==> config.mk <==
export PLATFORM = sky130hd
export DESIGN_NAME = chroma_match_centroid_flat
export DESIGN_NICKNAME = d
export VERILOG_FILES = /design/src/rtl/cmc_pkg.sv /design/src/rtl/cmc_pixel_if.sv /design/src/rtl/cmc_result_if.sv /design/src/rtl/cmc_front.sv /design/src/rtl/cmc_queue.sv /design/src/rtl/cmc_back.sv /design/src/rtl/chroma_match_centroid.sv /design/src/flat_wrapper.sv
export SDC_FILE = /design/constraint.sdc
export NUM_CORES = 2
export LEC_CHECK = 0
export BUFFER_PORTS_ARGS = -buffer_cell sky130_fd_sc_hd__buf_2
export CAP_MARGIN = 20
export CORE_UTILIZATION = 60
export CTS_BUF_LIST = sky130_fd_sc_hd__clkbuf_4
export CTS_CLUSTER_SIZE = 25
export DETAILED_ROUTE_END_ITERATION = 16
export HOLD_SLACK_MARGIN = 0.08
export PLACE_DENSITY = 0.8
export SETUP_SLACK_MARGIN = 0.3
export SLEW_MARGIN = 20
export SYNTH_ARGS = -nofsm -noshare
export SYNTH_HDL_FRONTEND = slang
export SYNTH_SLANG_ARGS = --single-unit
==> constraint.sdc <==
create_clock -name clk -period 12.35 [get_ports clk]
set_input_delay 0.6175 -clock clk [delete_from_list [all_inputs] [get_ports clk]]
set_output_delay 0.6175 -clock clk [all_outputs]
set_load 0.03 [all_outputs]
==> src/rtl/cmc_pkg.sv <==
`default_nettype none
package cmc_pkg;

  localparam int X_W    = 11;
  localparam int Y_W    = 11;
  localparam int CH_W   = 8;
  localparam int THR_W  = 17;
  localparam int SP_W   = 8;
  localparam int DIM_W  = 12;
  localparam int CNT_W  = 23;
  localparam int SUM_W  = 34;
  localparam int DIST_W = 17;
  localparam int BND_W  = 14;   // holds any bound up to 8192

  localparam logic [CNT_W-1:0] COUNT_MAX = {CNT_W{1'b1}};

  localparam int CFG_ADDR_W = 5;
  localparam int CFG_DATA_W = 32;

  localparam int QUEUE_DEPTH = 4;
  localparam int QPTR_W      = 2;

  typedef enum logic [2:0] {
    REG_TARGET_U  = 3'd0,
    REG_TARGET_V  = 3'd1,
    REG_THRESHOLD = 3'd2,
    REG_SPACING   = 3'd3,
    REG_WIDTH     = 3'd4,
    REG_HEIGHT    = 3'd5
  } reg_idx_t;

  typedef struct packed {
    logic [CH_W-1:0]  target_u;
    logic [CH_W-1:0]  target_v;
    logic [THR_W-1:0] match_threshold;
    logic [SP_W-1:0]  sample_spacing;
    logic [DIM_W-1:0] frame_width;
    logic [DIM_W-1:0] frame_height;
  } cfg_t;

  typedef struct packed {
    logic [X_W-1:0] px;
    logic [Y_W-1:0] py;
    logic           hit;
    logic           last;
  } entry_t;

endpackage
`default_nettype wire

==> src/rtl/cmc_pixel_if.sv <==
`default_nettype none
interface cmc_pixel_if;
  logic                      valid;
  logic                      ready;
  logic [cmc_pkg::X_W-1:0]   pixel_x;
  logic [cmc_pkg::Y_W-1:0]   pixel_y;
  logic [cmc_pkg::CH_W-1:0]  pixel_u;
  logic [cmc_pkg::CH_W-1:0]  pixel_v;
  logic                      last_pixel;

  modport source (output valid, pixel_x, pixel_y, pixel_u, pixel_v, last_pixel,
                  input ready);
  modport sink   (input valid, pixel_x, pixel_y, pixel_u, pixel_v, last_pixel,
                  output ready);
endinterface
`default_nettype wire

==> src/rtl/cmc_result_if.sv <==
`default_nettype none
interface cmc_result_if;
  logic                       valid;
  logic                       ready;
  logic [cmc_pkg::CNT_W-1:0]  match_count;
  logic [cmc_pkg::X_W-1:0]    mean_col;
  logic [cmc_pkg::Y_W-1:0]    mean_row;

  modport source (output valid, match_count, mean_col, mean_row, input ready);
  modport sink   (input valid, match_count, mean_col, mean_row, output ready);
endinterface
`default_nettype wire

==> src/rtl/cmc_front.sv <==
`default_nettype none
module cmc_front #(
  parameter int MAX_WIDTH  = 2048,
  parameter int MAX_HEIGHT = 2048
) (
  input  wire                 clk,
  input  wire                 rst,
  cmc_pixel_if.sink           pix,
  input  cmc_pkg::cfg_t       cfg,
  output cmc_pkg::entry_t     push_data,
  output logic                push,
  input  wire                 full
);

  localparam logic [cmc_pkg::BND_W-1:0] LIM_X = cmc_pkg::BND_W'(MAX_WIDTH);
  localparam logic [cmc_pkg::BND_W-1:0] LIM_Y = cmc_pkg::BND_W'(MAX_HEIGHT);

  typedef enum logic [1:0] {ST_IDLE, ST_MOD, ST_PUSH} state_t;

  state_t                      state;
  logic [1:0]                  step;
  logic [cmc_pkg::X_W-1:0]     px;
  logic [cmc_pkg::Y_W-1:0]     py;
  logic [cmc_pkg::CH_W-1:0]    pu;
  logic [cmc_pkg::CH_W-1:0]    pv;
  logic                        last;
  logic [11:0]                 x_sh;
  logic [11:0]                 y_sh;
  logic [cmc_pkg::SP_W-1:0]    rem_x;
  logic [cmc_pkg::SP_W-1:0]    rem_y;
  logic [cmc_pkg::DIST_W-1:0]  chroma_dist;

  logic                        accept;
  logic [cmc_pkg::CH_W-1:0]    du;
  logic [cmc_pkg::CH_W-1:0]    dv;
  logic [cmc_pkg::SP_W-2:0]    half;
  logic [cmc_pkg::BND_W-1:0]   bound_x;
  logic [cmc_pkg::BND_W-1:0]   bound_y;
  logic                        x_ok;
  logic                        y_ok;
  logic                        sampled;

  // four restoring steps of c mod s; for nonzero s, rem stays below s throughout
  function automatic logic [cmc_pkg::SP_W-1:0] mod_step4(
    input logic [cmc_pkg::SP_W-1:0] rem_in,
    input logic [3:0]               bits,
    input logic [cmc_pkg::SP_W-1:0] s
  );
    logic [cmc_pkg::SP_W:0] r;
    r = {1'b0, rem_in};
    for (int i = 3; i >= 0; i--) begin
      r = {r[cmc_pkg::SP_W-1:0], bits[i]};
      if (r >= {1'b0, s}) begin
        r = r - {1'b0, s};
      end
    end
    return r[cmc_pkg::SP_W-1:0];
  endfunction

  assign pix.ready = (state == ST_IDLE) || ((state == ST_PUSH) && !full);
  assign accept    = pix.valid && pix.ready;
  assign push      = (state == ST_PUSH) && !full;

  assign du = (pu > cfg.target_u) ? pu - cfg.target_u : cfg.target_u - pu;
  assign dv = (pv > cfg.target_v) ? pv - cfg.target_v : cfg.target_v - pv;

  assign half    = cfg.sample_spacing[cmc_pkg::SP_W-1:1];
  assign bound_x = ({2'b0, cfg.frame_width} > LIM_X) ? LIM_X : {2'b0, cfg.frame_width};
  assign bound_y = ({2'b0, cfg.frame_height} > LIM_Y) ? LIM_Y : {2'b0, cfg.frame_height};
  assign x_ok    = ({3'b0, px} + {7'b0, half}) <= bound_x;
  assign y_ok    = ({3'b0, py} + {7'b0, half}) <= bound_y;
  assign sampled = (cfg.sample_spacing != '0) && (rem_x == {1'b0, half}) &&
                   (rem_y == {1'b0, half}) && x_ok && y_ok;

  always_comb begin
    push_data.px   = px;
    push_data.py   = py;
    push_data.hit  = sampled && (chroma_dist < cfg.match_threshold);
    push_data.last = last;
  end

  always_ff @(posedge clk) begin
    if (rst) begin
      state <= ST_IDLE;
      step  <= '0;
    end else begin
      case (state)
        ST_IDLE: begin
          if (accept) begin
            state <= ST_MOD;
            step  <= '0;
          end
        end
        ST_MOD: begin
          step <= step + 2'd1;
          if (step == 2'd2) begin
            state <= ST_PUSH;
          end
        end
        ST_PUSH: begin
          if (!full) begin
            state <= accept ? ST_MOD : ST_IDLE;
            step  <= '0;
          end
        end
        default: state <= ST_IDLE;
      endcase
    end
  end

  always_ff @(posedge clk) begin
    if (accept) begin
      px    <= pix.pixel_x;
      py    <= pix.pixel_y;
      pu    <= pix.pixel_u;
      pv    <= pix.pixel_v;
      last  <= pix.last_pixel;
      x_sh  <= {1'b0, pix.pixel_x};
      y_sh  <= {1'b0, pix.pixel_y};
      rem_x <= '0;
      rem_y <= '0;
    end else if (state == ST_MOD) begin
      rem_x <= mod_step4(rem_x, x_sh[11:8], cfg.sample_spacing);
      rem_y <= mod_step4(rem_y, y_sh[11:8], cfg.sample_spacing);
      x_sh  <= {x_sh[7:0], 4'b0};
      y_sh  <= {y_sh[7:0], 4'b0};
      chroma_dist <= cmc_pkg::DIST_W'(16'(du) * 16'(du)) +
                     cmc_pkg::DIST_W'(16'(dv) * 16'(dv));
    end
  end

endmodule
`default_nettype wire

==> src/rtl/cmc_queue.sv <==
`default_nettype none
module cmc_queue (
  input  wire              clk,
  input  wire              rst,
  input  wire              push,
  input  cmc_pkg::entry_t  push_data,
  input  wire              pop,
  output cmc_pkg::entry_t  pop_data,
  output logic             full,
  output logic             empty
);

  cmc_pkg::entry_t               mem [cmc_pkg::QUEUE_DEPTH];
  logic [cmc_pkg::QPTR_W-1:0]    wr_ptr;
  logic [cmc_pkg::QPTR_W-1:0]    rd_ptr;
  logic [cmc_pkg::QPTR_W:0]      fill;

  assign full     = fill == (cmc_pkg::QPTR_W+1)'(cmc_pkg::QUEUE_DEPTH);
  assign empty    = fill == '0;
  assign pop_data = mem[rd_ptr];

  always_ff @(posedge clk) begin
    if (rst) begin
      wr_ptr <= '0;
      rd_ptr <= '0;
      fill   <= '0;
    end else begin
      if (push) begin
        wr_ptr <= wr_ptr + 1'b1;
      end
      if (pop) begin
        rd_ptr <= rd_ptr + 1'b1;
      end
      if (push && !pop) begin
        fill <= fill + 1'b1;
      end else if (pop && !push) begin
        fill <= fill - 1'b1;
      end
    end
  end

  always_ff @(posedge clk) begin
    if (push) begin
      mem[wr_ptr] <= push_data;
    end
  end

  a_no_overflow: assert property (@(posedge clk) disable iff (rst) push |-> !full)
    else $error("queue written while full");
  a_no_underflow: assert property (@(posedge clk) disable iff (rst) pop |-> !empty)
    else $error("queue read while empty");

endmodule
`default_nettype wire

==> src/rtl/cmc_back.sv <==
`default_nettype none
module cmc_back (
  input  wire              clk,
  input  wire              rst,
  input  cmc_pkg::entry_t  pop_data,
  input  wire              empty,
  output logic             pop,
  cmc_result_if.source     res
);

  typedef enum logic [1:0] {ST_ACC, ST_DIV, ST_HOLD} state_t;

  state_t                        state;
  logic [cmc_pkg::SUM_W-1:0]     sum_cols;
  logic [cmc_pkg::SUM_W-1:0]     sum_rows;
  logic [cmc_pkg::CNT_W-1:0]     hit_count;
  logic [cmc_pkg::SUM_W-1:0]     rem_x;
  logic [cmc_pkg::SUM_W-1:0]     rem_y;
  logic [cmc_pkg::SUM_W-1:0]     dsr;
  logic [cmc_pkg::CNT_W-1:0]     div_cnt;
  logic [cmc_pkg::X_W-1:0]       qx;
  logic [cmc_pkg::Y_W-1:0]       qy;
  logic [3:0]                    step;
  logic                          out_valid;
  logic [cmc_pkg::CNT_W-1:0]     out_count;
  logic [cmc_pkg::X_W-1:0]       out_x;
  logic [cmc_pkg::Y_W-1:0]       out_y;

  logic                          take;
  logic [cmc_pkg::SUM_W-1:0]     sum_cols_next;
  logic [cmc_pkg::SUM_W-1:0]     sum_rows_next;
  logic [cmc_pkg::CNT_W-1:0]     hit_count_next;
  logic                          ge_x;
  logic                          ge_y;
  logic                          load_out;

  assign pop  = (state == ST_ACC) && !empty;
  assign take = pop && pop_data.hit && (hit_count != cmc_pkg::COUNT_MAX);

  assign sum_cols_next  = take ? sum_cols + cmc_pkg::SUM_W'(pop_data.px) : sum_cols;
  assign sum_rows_next  = take ? sum_rows + cmc_pkg::SUM_W'(pop_data.py) : sum_rows;
  assign hit_count_next = take ? hit_count + 1'b1 : hit_count;

  assign ge_x     = rem_x >= dsr;
  assign ge_y     = rem_y >= dsr;
  assign load_out = (state == ST_HOLD) && (!out_valid || res.ready);

  assign res.valid       = out_valid;
  assign res.match_count = out_count;
  assign res.mean_col    = out_x;
  assign res.mean_row    = out_y;

  always_ff @(posedge clk) begin
    if (rst) begin
      state     <= ST_ACC;
      sum_cols  <= '0;
      sum_rows  <= '0;
      hit_count <= '0;
      out_valid <= 1'b0;
      step      <= '0;
    end else begin
      if (out_valid && res.ready && !load_out) begin
        out_valid <= 1'b0;
      end
      case (state)
        ST_ACC: begin
          if (pop) begin
            if (pop_data.last) begin
              // close the frame: hand the totals to the divider, clear sums
              rem_x     <= sum_cols_next;
              rem_y     <= sum_rows_next;
              div_cnt   <= hit_count_next;
              dsr       <= cmc_pkg::SUM_W'({hit_count_next, 10'b0});
              qx        <= '0;
              qy        <= '0;
              step      <= '0;
              sum_cols  <= '0;
              sum_rows  <= '0;
              hit_count <= '0;
              state     <= (hit_count_next == '0) ? ST_HOLD : ST_DIV;
            end else begin
              sum_cols  <= sum_cols_next;
              sum_rows  <= sum_rows_next;
              hit_count <= hit_count_next;
            end
          end
        end
        ST_DIV: begin
          if (ge_x) begin
            rem_x <= rem_x - dsr;
          end
          if (ge_y) begin
            rem_y <= rem_y - dsr;
          end
          qx   <= {qx[cmc_pkg::X_W-2:0], ge_x};
          qy   <= {qy[cmc_pkg::Y_W-2:0], ge_y};
          dsr  <= dsr >> 1;
          step <= step + 4'd1;
          if (step == 4'(cmc_pkg::X_W - 1)) begin
            state <= ST_HOLD;
          end
        end
        ST_HOLD: begin
          if (load_out) begin
            out_valid <= 1'b1;
            out_count <= div_cnt;
            out_x     <= qx;
            out_y     <= qy;
            state     <= ST_ACC;
          end
        end
        default: state <= ST_ACC;
      endcase
    end
  end

  a_div_nonzero: assert property (@(posedge clk) disable iff (rst)
    (state == ST_DIV) |-> (div_cnt != '0))
    else $error("divider running on a zero count");
  a_empty_frame: assert property (@(posedge clk) disable iff (rst)
    (out_valid && (out_count == '0)) |-> ((out_x == '0) && (out_y == '0)))
    else $error("centroid not zero for a frame without matches");
  a_step_range: assert property (@(posedge clk) disable iff (rst)
    (state == ST_DIV) |-> (step < 4'(cmc_pkg::X_W)))
    else $error("divider step counter out of range");

endmodule
`default_nettype wire

==> src/rtl/chroma_match_centroid.sv <==
`default_nettype none
// Channel     Dir  Beat payload                                        Handshake
// pixel_in    in   pixel_x, pixel_y, pixel_u, pixel_v, last_pixel      valid/ready
// result_out  out  match_count, mean_col, mean_row                     valid/ready
// apb         in   six config registers at byte offsets 0x00..0x14     psel/penable, pready=1
//
// A pixel passes through ST_MOD and ST_PUSH in the front end: grid position c mod
// spacing is resolved 4 bits per cycle in ST_MOD, then the classified beat is queued.
// The back end consumes one queued beat per cycle while in ST_ACC; on the last pixel
// of a frame it runs a restoring divide (skipped when nothing matched), then waits
// in ST_HOLD until the result register is free to load the result.
// Reset (rst, synchronous) restores register defaults and clears sums and queue.
// A stalled result_out holds the back end only; the front keeps accepting until
// four beats wait in the queue and one more sits classified in the front end.
module chroma_match_centroid #(
  parameter int MAX_WIDTH  = 2048,
  parameter int MAX_HEIGHT = 2048
) (
  input  wire                               clk,
  input  wire                               rst,
  input  wire                               psel,
  input  wire                               penable,
  input  wire                               pwrite,
  input  wire  [cmc_pkg::CFG_ADDR_W-1:0]    paddr,
  input  wire  [cmc_pkg::CFG_DATA_W-1:0]    pwdata,
  output logic [cmc_pkg::CFG_DATA_W-1:0]    prdata,
  output logic                              pready,
  cmc_pixel_if.sink                         pixel_in,
  cmc_result_if.source                      result_out
);

  cmc_pkg::cfg_t     cfg;
  cmc_pkg::reg_idx_t reg_idx;
  cmc_pkg::entry_t   push_data;
  cmc_pkg::entry_t   pop_data;
  logic              cfg_write;
  logic              push;
  logic              pop;
  logic              full;
  logic              empty;

  assign pready    = 1'b1;
  assign cfg_write = psel && penable && pwrite && pready;
  assign reg_idx   = cmc_pkg::reg_idx_t'(paddr[4:2]);

  // register file; the user must write only while the pipeline is drained, the block does not enforce it
  always_ff @(posedge clk) begin
    if (rst) begin
      cfg.target_u        <= 8'd120;
      cfg.target_v        <= 8'd197;
      cfg.match_threshold <= 17'd1024;
      cfg.sample_spacing  <= 8'd8;
      cfg.frame_width     <= 12'd1280;
      cfg.frame_height    <= 12'd720;
    end else if (cfg_write) begin
      case (reg_idx)
        cmc_pkg::REG_TARGET_U:  cfg.target_u        <= pwdata[cmc_pkg::CH_W-1:0];
        cmc_pkg::REG_TARGET_V:  cfg.target_v        <= pwdata[cmc_pkg::CH_W-1:0];
        cmc_pkg::REG_THRESHOLD: cfg.match_threshold <= pwdata[cmc_pkg::THR_W-1:0];
        cmc_pkg::REG_SPACING:   cfg.sample_spacing  <= pwdata[cmc_pkg::SP_W-1:0];
        cmc_pkg::REG_WIDTH:     cfg.frame_width     <= pwdata[cmc_pkg::DIM_W-1:0];
        cmc_pkg::REG_HEIGHT:    cfg.frame_height    <= pwdata[cmc_pkg::DIM_W-1:0];
        default: ;
      endcase
    end
  end

  // read back, zero-extended; unused offsets read as zero
  always_comb begin
    case (reg_idx)
      cmc_pkg::REG_TARGET_U:  prdata = cmc_pkg::CFG_DATA_W'(cfg.target_u);
      cmc_pkg::REG_TARGET_V:  prdata = cmc_pkg::CFG_DATA_W'(cfg.target_v);
      cmc_pkg::REG_THRESHOLD: prdata = cmc_pkg::CFG_DATA_W'(cfg.match_threshold);
      cmc_pkg::REG_SPACING:   prdata = cmc_pkg::CFG_DATA_W'(cfg.sample_spacing);
      cmc_pkg::REG_WIDTH:     prdata = cmc_pkg::CFG_DATA_W'(cfg.frame_width);
      cmc_pkg::REG_HEIGHT:    prdata = cmc_pkg::CFG_DATA_W'(cfg.frame_height);
      default:                prdata = '0;
    endcase
  end

  // front end: grid test and chroma distance, one pixel at a time
  cmc_front #(
    .MAX_WIDTH  (MAX_WIDTH),
    .MAX_HEIGHT (MAX_HEIGHT)
  ) u_front (
    .clk       (clk),
    .rst       (rst),
    .pix       (pixel_in),
    .cfg       (cfg),
    .push_data (push_data),
    .push      (push),
    .full      (full)
  );

  // decouple classification from accumulation and result stalls
  cmc_queue u_queue (
    .clk       (clk),
    .rst       (rst),
    .push      (push),
    .push_data (push_data),
    .pop       (pop),
    .pop_data  (pop_data),
    .full      (full),
    .empty     (empty)
  );

  // back end: accumulate matches, divide at frame end, hold the result
  cmc_back u_back (
    .clk      (clk),
    .rst      (rst),
    .pop_data (pop_data),
    .empty    (empty),
    .pop      (pop),
    .res      (result_out)
  );

endmodule
`default_nettype wire

==> src/flat_wrapper.sv <==
// flat-port wrapper written by rule: the top's interface ports become plain ports
module chroma_match_centroid_flat 
#(
  parameter int MAX_WIDTH  = 2048,
  parameter int MAX_HEIGHT = 2048
)
  (clk, rst, psel, penable, pwrite, paddr, pwdata, prdata, pready, pixel_in_valid, pixel_in_pixel_x, pixel_in_pixel_y, pixel_in_pixel_u, pixel_in_pixel_v, pixel_in_last_pixel, pixel_in_ready, result_out_valid, result_out_match_count, result_out_mean_col, result_out_mean_row, result_out_ready);
  cmc_pixel_if pixel_in_i ();
  cmc_result_if result_out_i ();
  input  wire clk;
  input  wire rst;
  input  wire psel;
  input  wire penable;
  input  wire pwrite;
  input  wire  [cmc_pkg::CFG_ADDR_W-1:0] paddr;
  input  wire  [cmc_pkg::CFG_DATA_W-1:0] pwdata;
  output logic [cmc_pkg::CFG_DATA_W-1:0] prdata;
  output logic pready;
  input wire logic [$bits(pixel_in_i.valid)-1:0] pixel_in_valid;
  input wire logic [$bits(pixel_in_i.pixel_x)-1:0] pixel_in_pixel_x;
  input wire logic [$bits(pixel_in_i.pixel_y)-1:0] pixel_in_pixel_y;
  input wire logic [$bits(pixel_in_i.pixel_u)-1:0] pixel_in_pixel_u;
  input wire logic [$bits(pixel_in_i.pixel_v)-1:0] pixel_in_pixel_v;
  input wire logic [$bits(pixel_in_i.last_pixel)-1:0] pixel_in_last_pixel;
  output wire logic [$bits(pixel_in_i.ready)-1:0] pixel_in_ready;
  output wire logic [$bits(result_out_i.valid)-1:0] result_out_valid;
  output wire logic [$bits(result_out_i.match_count)-1:0] result_out_match_count;
  output wire logic [$bits(result_out_i.mean_col)-1:0] result_out_mean_col;
  output wire logic [$bits(result_out_i.mean_row)-1:0] result_out_mean_row;
  input wire logic [$bits(result_out_i.ready)-1:0] result_out_ready;
  assign pixel_in_i.valid = pixel_in_valid;
  assign pixel_in_i.pixel_x = pixel_in_pixel_x;
  assign pixel_in_i.pixel_y = pixel_in_pixel_y;
  assign pixel_in_i.pixel_u = pixel_in_pixel_u;
  assign pixel_in_i.pixel_v = pixel_in_pixel_v;
  assign pixel_in_i.last_pixel = pixel_in_last_pixel;
  assign pixel_in_ready = pixel_in_i.ready;
  assign result_out_valid = result_out_i.valid;
  assign result_out_match_count = result_out_i.match_count;
  assign result_out_mean_col = result_out_i.mean_col;
  assign result_out_mean_row = result_out_i.mean_row;
  assign result_out_i.ready = result_out_ready;
  chroma_match_centroid #(.MAX_WIDTH(MAX_WIDTH), .MAX_HEIGHT(MAX_HEIGHT)) u_core (.clk(clk), .rst(rst), .psel(psel), .penable(penable), .pwrite(pwrite), .paddr(paddr), .pwdata(pwdata), .prdata(prdata), .pready(pready), .pixel_in(pixel_in_i), .result_out(result_out_i));
endmodule
==> metrics.yaml <==
sta:
  rsz0062_at_grt: "no"
  timing.clock.skew_ns: 0.0943
  relSlewSlack_pct: 29.4
  finalSetupViolCount: 0
  fmax_mhz: 103
  worst_pin_slew_ns: 1.05
  fin_crit_sh_pct: 78.9
  period_needed_ns: 9.74
  tns_ns: 0
  hold_viol: 0
  slew_viol_final: 0
floorplan:
  rows: 89
  core_um2: 59500
  initial_core_util_pct: 61.2
  num_io_pins: 163
  design.die.area_um2: 61600
  die_w_um: 248
  die_h_um: 248
clocking:
  root_buffer: "clkbuf_4"
  cts_setup_buffers: 0
  cts-resized-gates: 0
  htreeDepth: 4
  clkTransAtPathRegs_ns: 0.07
  cts_buffers: 146
  numClockSinks: 559
  cts_tree: "built"
  cts_max_path_buffers: 3
  clk-insertion-delay-late_ns: 1.01
drt:
  vias: 28957
  viasPerCell: 6.00
  drt_iter0_drc: 2367
  drt-wirelength-per-cell_um: 18.9
  drt-pass1-iter-count: 6
  drt_wl_total_um: 91100
  ant_nets: 0
  drc: 0
global_route:
  grt_pass1_wl_um: 146000
  grtUsageTotal_pct: 30.1
  antenna_found_initial: 2
  grt_overflow_total: 0
  grt_start_max_net_pins: 95
  grt_pass1_vias: 28489
logic_synthesis:
  syn_area_um2: 36400
  async_reset_ff_share_pct: 0
  netlist.area_leader.share_pct: 30.1
  synth_edf_count: 365
  netlist_instances: 3711
  synth_top_area_cell: "edfxtp_1"
  ys_types: 87
  avgSynthCellArea_um2: 9.80
  ys_warn_count: 0
  seq_area_frac_synth_pct: 40.8
  ys.flop_type: "edfxtp_1"
  ys_ff_latch: 559
  synthTopCellsByArea: "edfxtp_1, dfxtp_1, ha_1, fa_1, a21oi_1"
final_layout:
  mostFrequentLayoutCell: "edfxtp_1"
  layout.nets: 4414
  layout_common_cells: "edfxtp_1, nand2_1, nor2_1, ha_1, a21oi_1"
  final_util_pct: 67.6
  area_growth_pct: 10.5
  n_fill_cell: 4579
  drive_gt1_share_pct: 12.6
placement:
  io_buffers: 129
  routabilityCongestion: 0.946
  hpwl_um: 64400
setup_path:
  crit_buf_inv: 2
  critPathMostFrequentCell: "o21ai_0"
  critical_path_class: "register to register"
  end_kind: "register"
  cp-start-kind: "register"
  worstPathMaxFanout: 10
  path_delay_family: "compound AO/OA/AOI/OAI gates"
  slowest_stage: "dfxtp_1"
  arrival_ns: 10.62
  crit_required_ns: 13.23
  cp_slowest_stage_delay_ns: 0.49
worst_hold_path:
  hold_class: "primary input to register"
status:
  status: "finished clean"
job:
  cap_viol_max_count: 0
cell families after synthesis:
group / Yosys count / synth area share (%)
flip-flops: 559 / 40.8
adder cells (fa/ha/maj): 394 / 15.5
AO/OA/AOI/OAI: 862 / 14.8
other: 2 / 0.0206
AND/OR/NAND/NOR: 1104 / 14.1
multiplexers: 127 / 4.52
XOR/XNOR: 226 / 5.44
buffers and inverters: 437 / 4.80
per-stage QoR:
step	std cells	setup slack, ns	cell area (um2)	hold slack (ns)
after floorplan	3725	3.82	36400	0.400
final	4830	2.61	40200	0.173
after global routing	4830	1.63	40200	0.0914
after global placement	4505	2.77	37700	0.400
after CTS	4828	2.65	40200	0.0825
after detailed placement	4505	2.70	37700	0.405
worst reg2reg max path, delay by kind of cell, from the launching register on:
kind                     cells  cell delay, ns
AO/OA/AOI/OAI               20            4.61
buffers and inverters        2            0.45
flip-flops                   1            0.49
AND/OR/NAND/NOR              6            1.30
multiplexers                 4            1.42
adder cells (fa/ha/maj)      4            1.39
state kept, by name, summed over array words and instances, names as in the netlist, 12 cells and up, named ones only:
signal and flops:
u_core.u_back.dsr 33, u_core.u_back.rem_x 34, u_core.u_back.hit_count 23, u_core.u_front.y_sh 12, u_core.u_front.chroma_dist 17, u_core.cfg 65
u_core.u_back.sum_cols 34, u_core.u_back.sum_rows 34, u_core.u_front.x_sh 12, u_core.u_back.div_cnt 23, u_core.u_queue.mem 96, u_core.u_back.rem_y 34
u_core.u_back.res.match_count 23
synthesized netlist by cell type, types with 6 or more instances:
cell,count
a211oi_1,29
a21boi_0,6
a21o_1,75
a21oi_1,287
a22oi_1,46
a31oi_1,27
and2_1,41
and3_1,46
and4_1,8
buf_1,16
buf_2,6
buf_4,18
clkbuf_1,113
dfxtp_1,194
edfxtp_1,365
fa_1,95
ha_1,299
inv_1,277
mux2_2,41
mux2i_1,59
mux4_2,25
nand2_1,342
nand2b_1,29
nand3_1,68
nand4_1,47
nor2_1,340
nor2b_1,36
nor3_1,62
nor4_1,14
o2111ai_1,6
o211ai_1,22
o21a_1,31
o21ai_0,185
o21ai_1,6
o21bai_1,35
o221ai_1,7
o22ai_1,12
o31a_1,11
o31ai_1,16
or2_2,8
or3_1,33
xnor2_1,138
xor2_1,88
routing by layer:
| metal | wire length, um | GRT usage, % |
|---|---|---|
| met5 | 0 | 0 |
| met4 | 3600 | 13.5 |
| met3 | 7070 | 6.43 |
| met2 | 43500 | 49.7 |
| met1 | 37000 | 37.9 |
final timing paths:
| path | depth (start not counted) | slack, ns | start | end |
|---|---|---|---|---|
| hold / removal | 2 | 0.17 | pixel_in_valid | u_core.u_front.x_sh[3]$_SDFFCE_PN0P_ |
| hold reg to reg | 0 | 0.42 | u_core.u_back.div_cnt[20]$_DFFE_PP_ | u_core.u_back.res.match_count[20]$_DFFE_PP_ |
| setup / recovery | 36 | 2.61 | u_core.cfg[26]$_SDFFE_PP0P_ | u_core.u_front.rem_y[7]$_SDFFE_PP0P_ |
| setup reg to reg | 36 | 2.61 | u_core.cfg[26]$_SDFFE_PP0P_ | u_core.u_front.rem_y[7]$_SDFFE_PP0P_ |
area by class of cell:
| class | instances | area (um2) | area share (%) |
|---|---|---|---|
| flip-flops and latches | 559 | 14800 | 36.9 |
| repair buffers | 222 | 1490 | 3.70 |
| multi-input cells | 2729 | 19900 | 49.5 |
| well taps | 773 | 967 | 2.41 |
| inverters | 279 | 1050 | 2.60 |
| diodes | 2 | 5.00 | 0.0124 |
| clock buffers | 221 | 1660 | 4.13 |
| clock inverters | 45 | 279 | 0.694 |
timing repair:
item                       4_1_cts  5_1_grt
setup endpoints to repair        0        0
hold buffers                    57        0
hold endpoints to repair       128        0
Power is not shown: default switching activity piles up to over one toggle a cycle in this logic, so the estimate is an artifact.
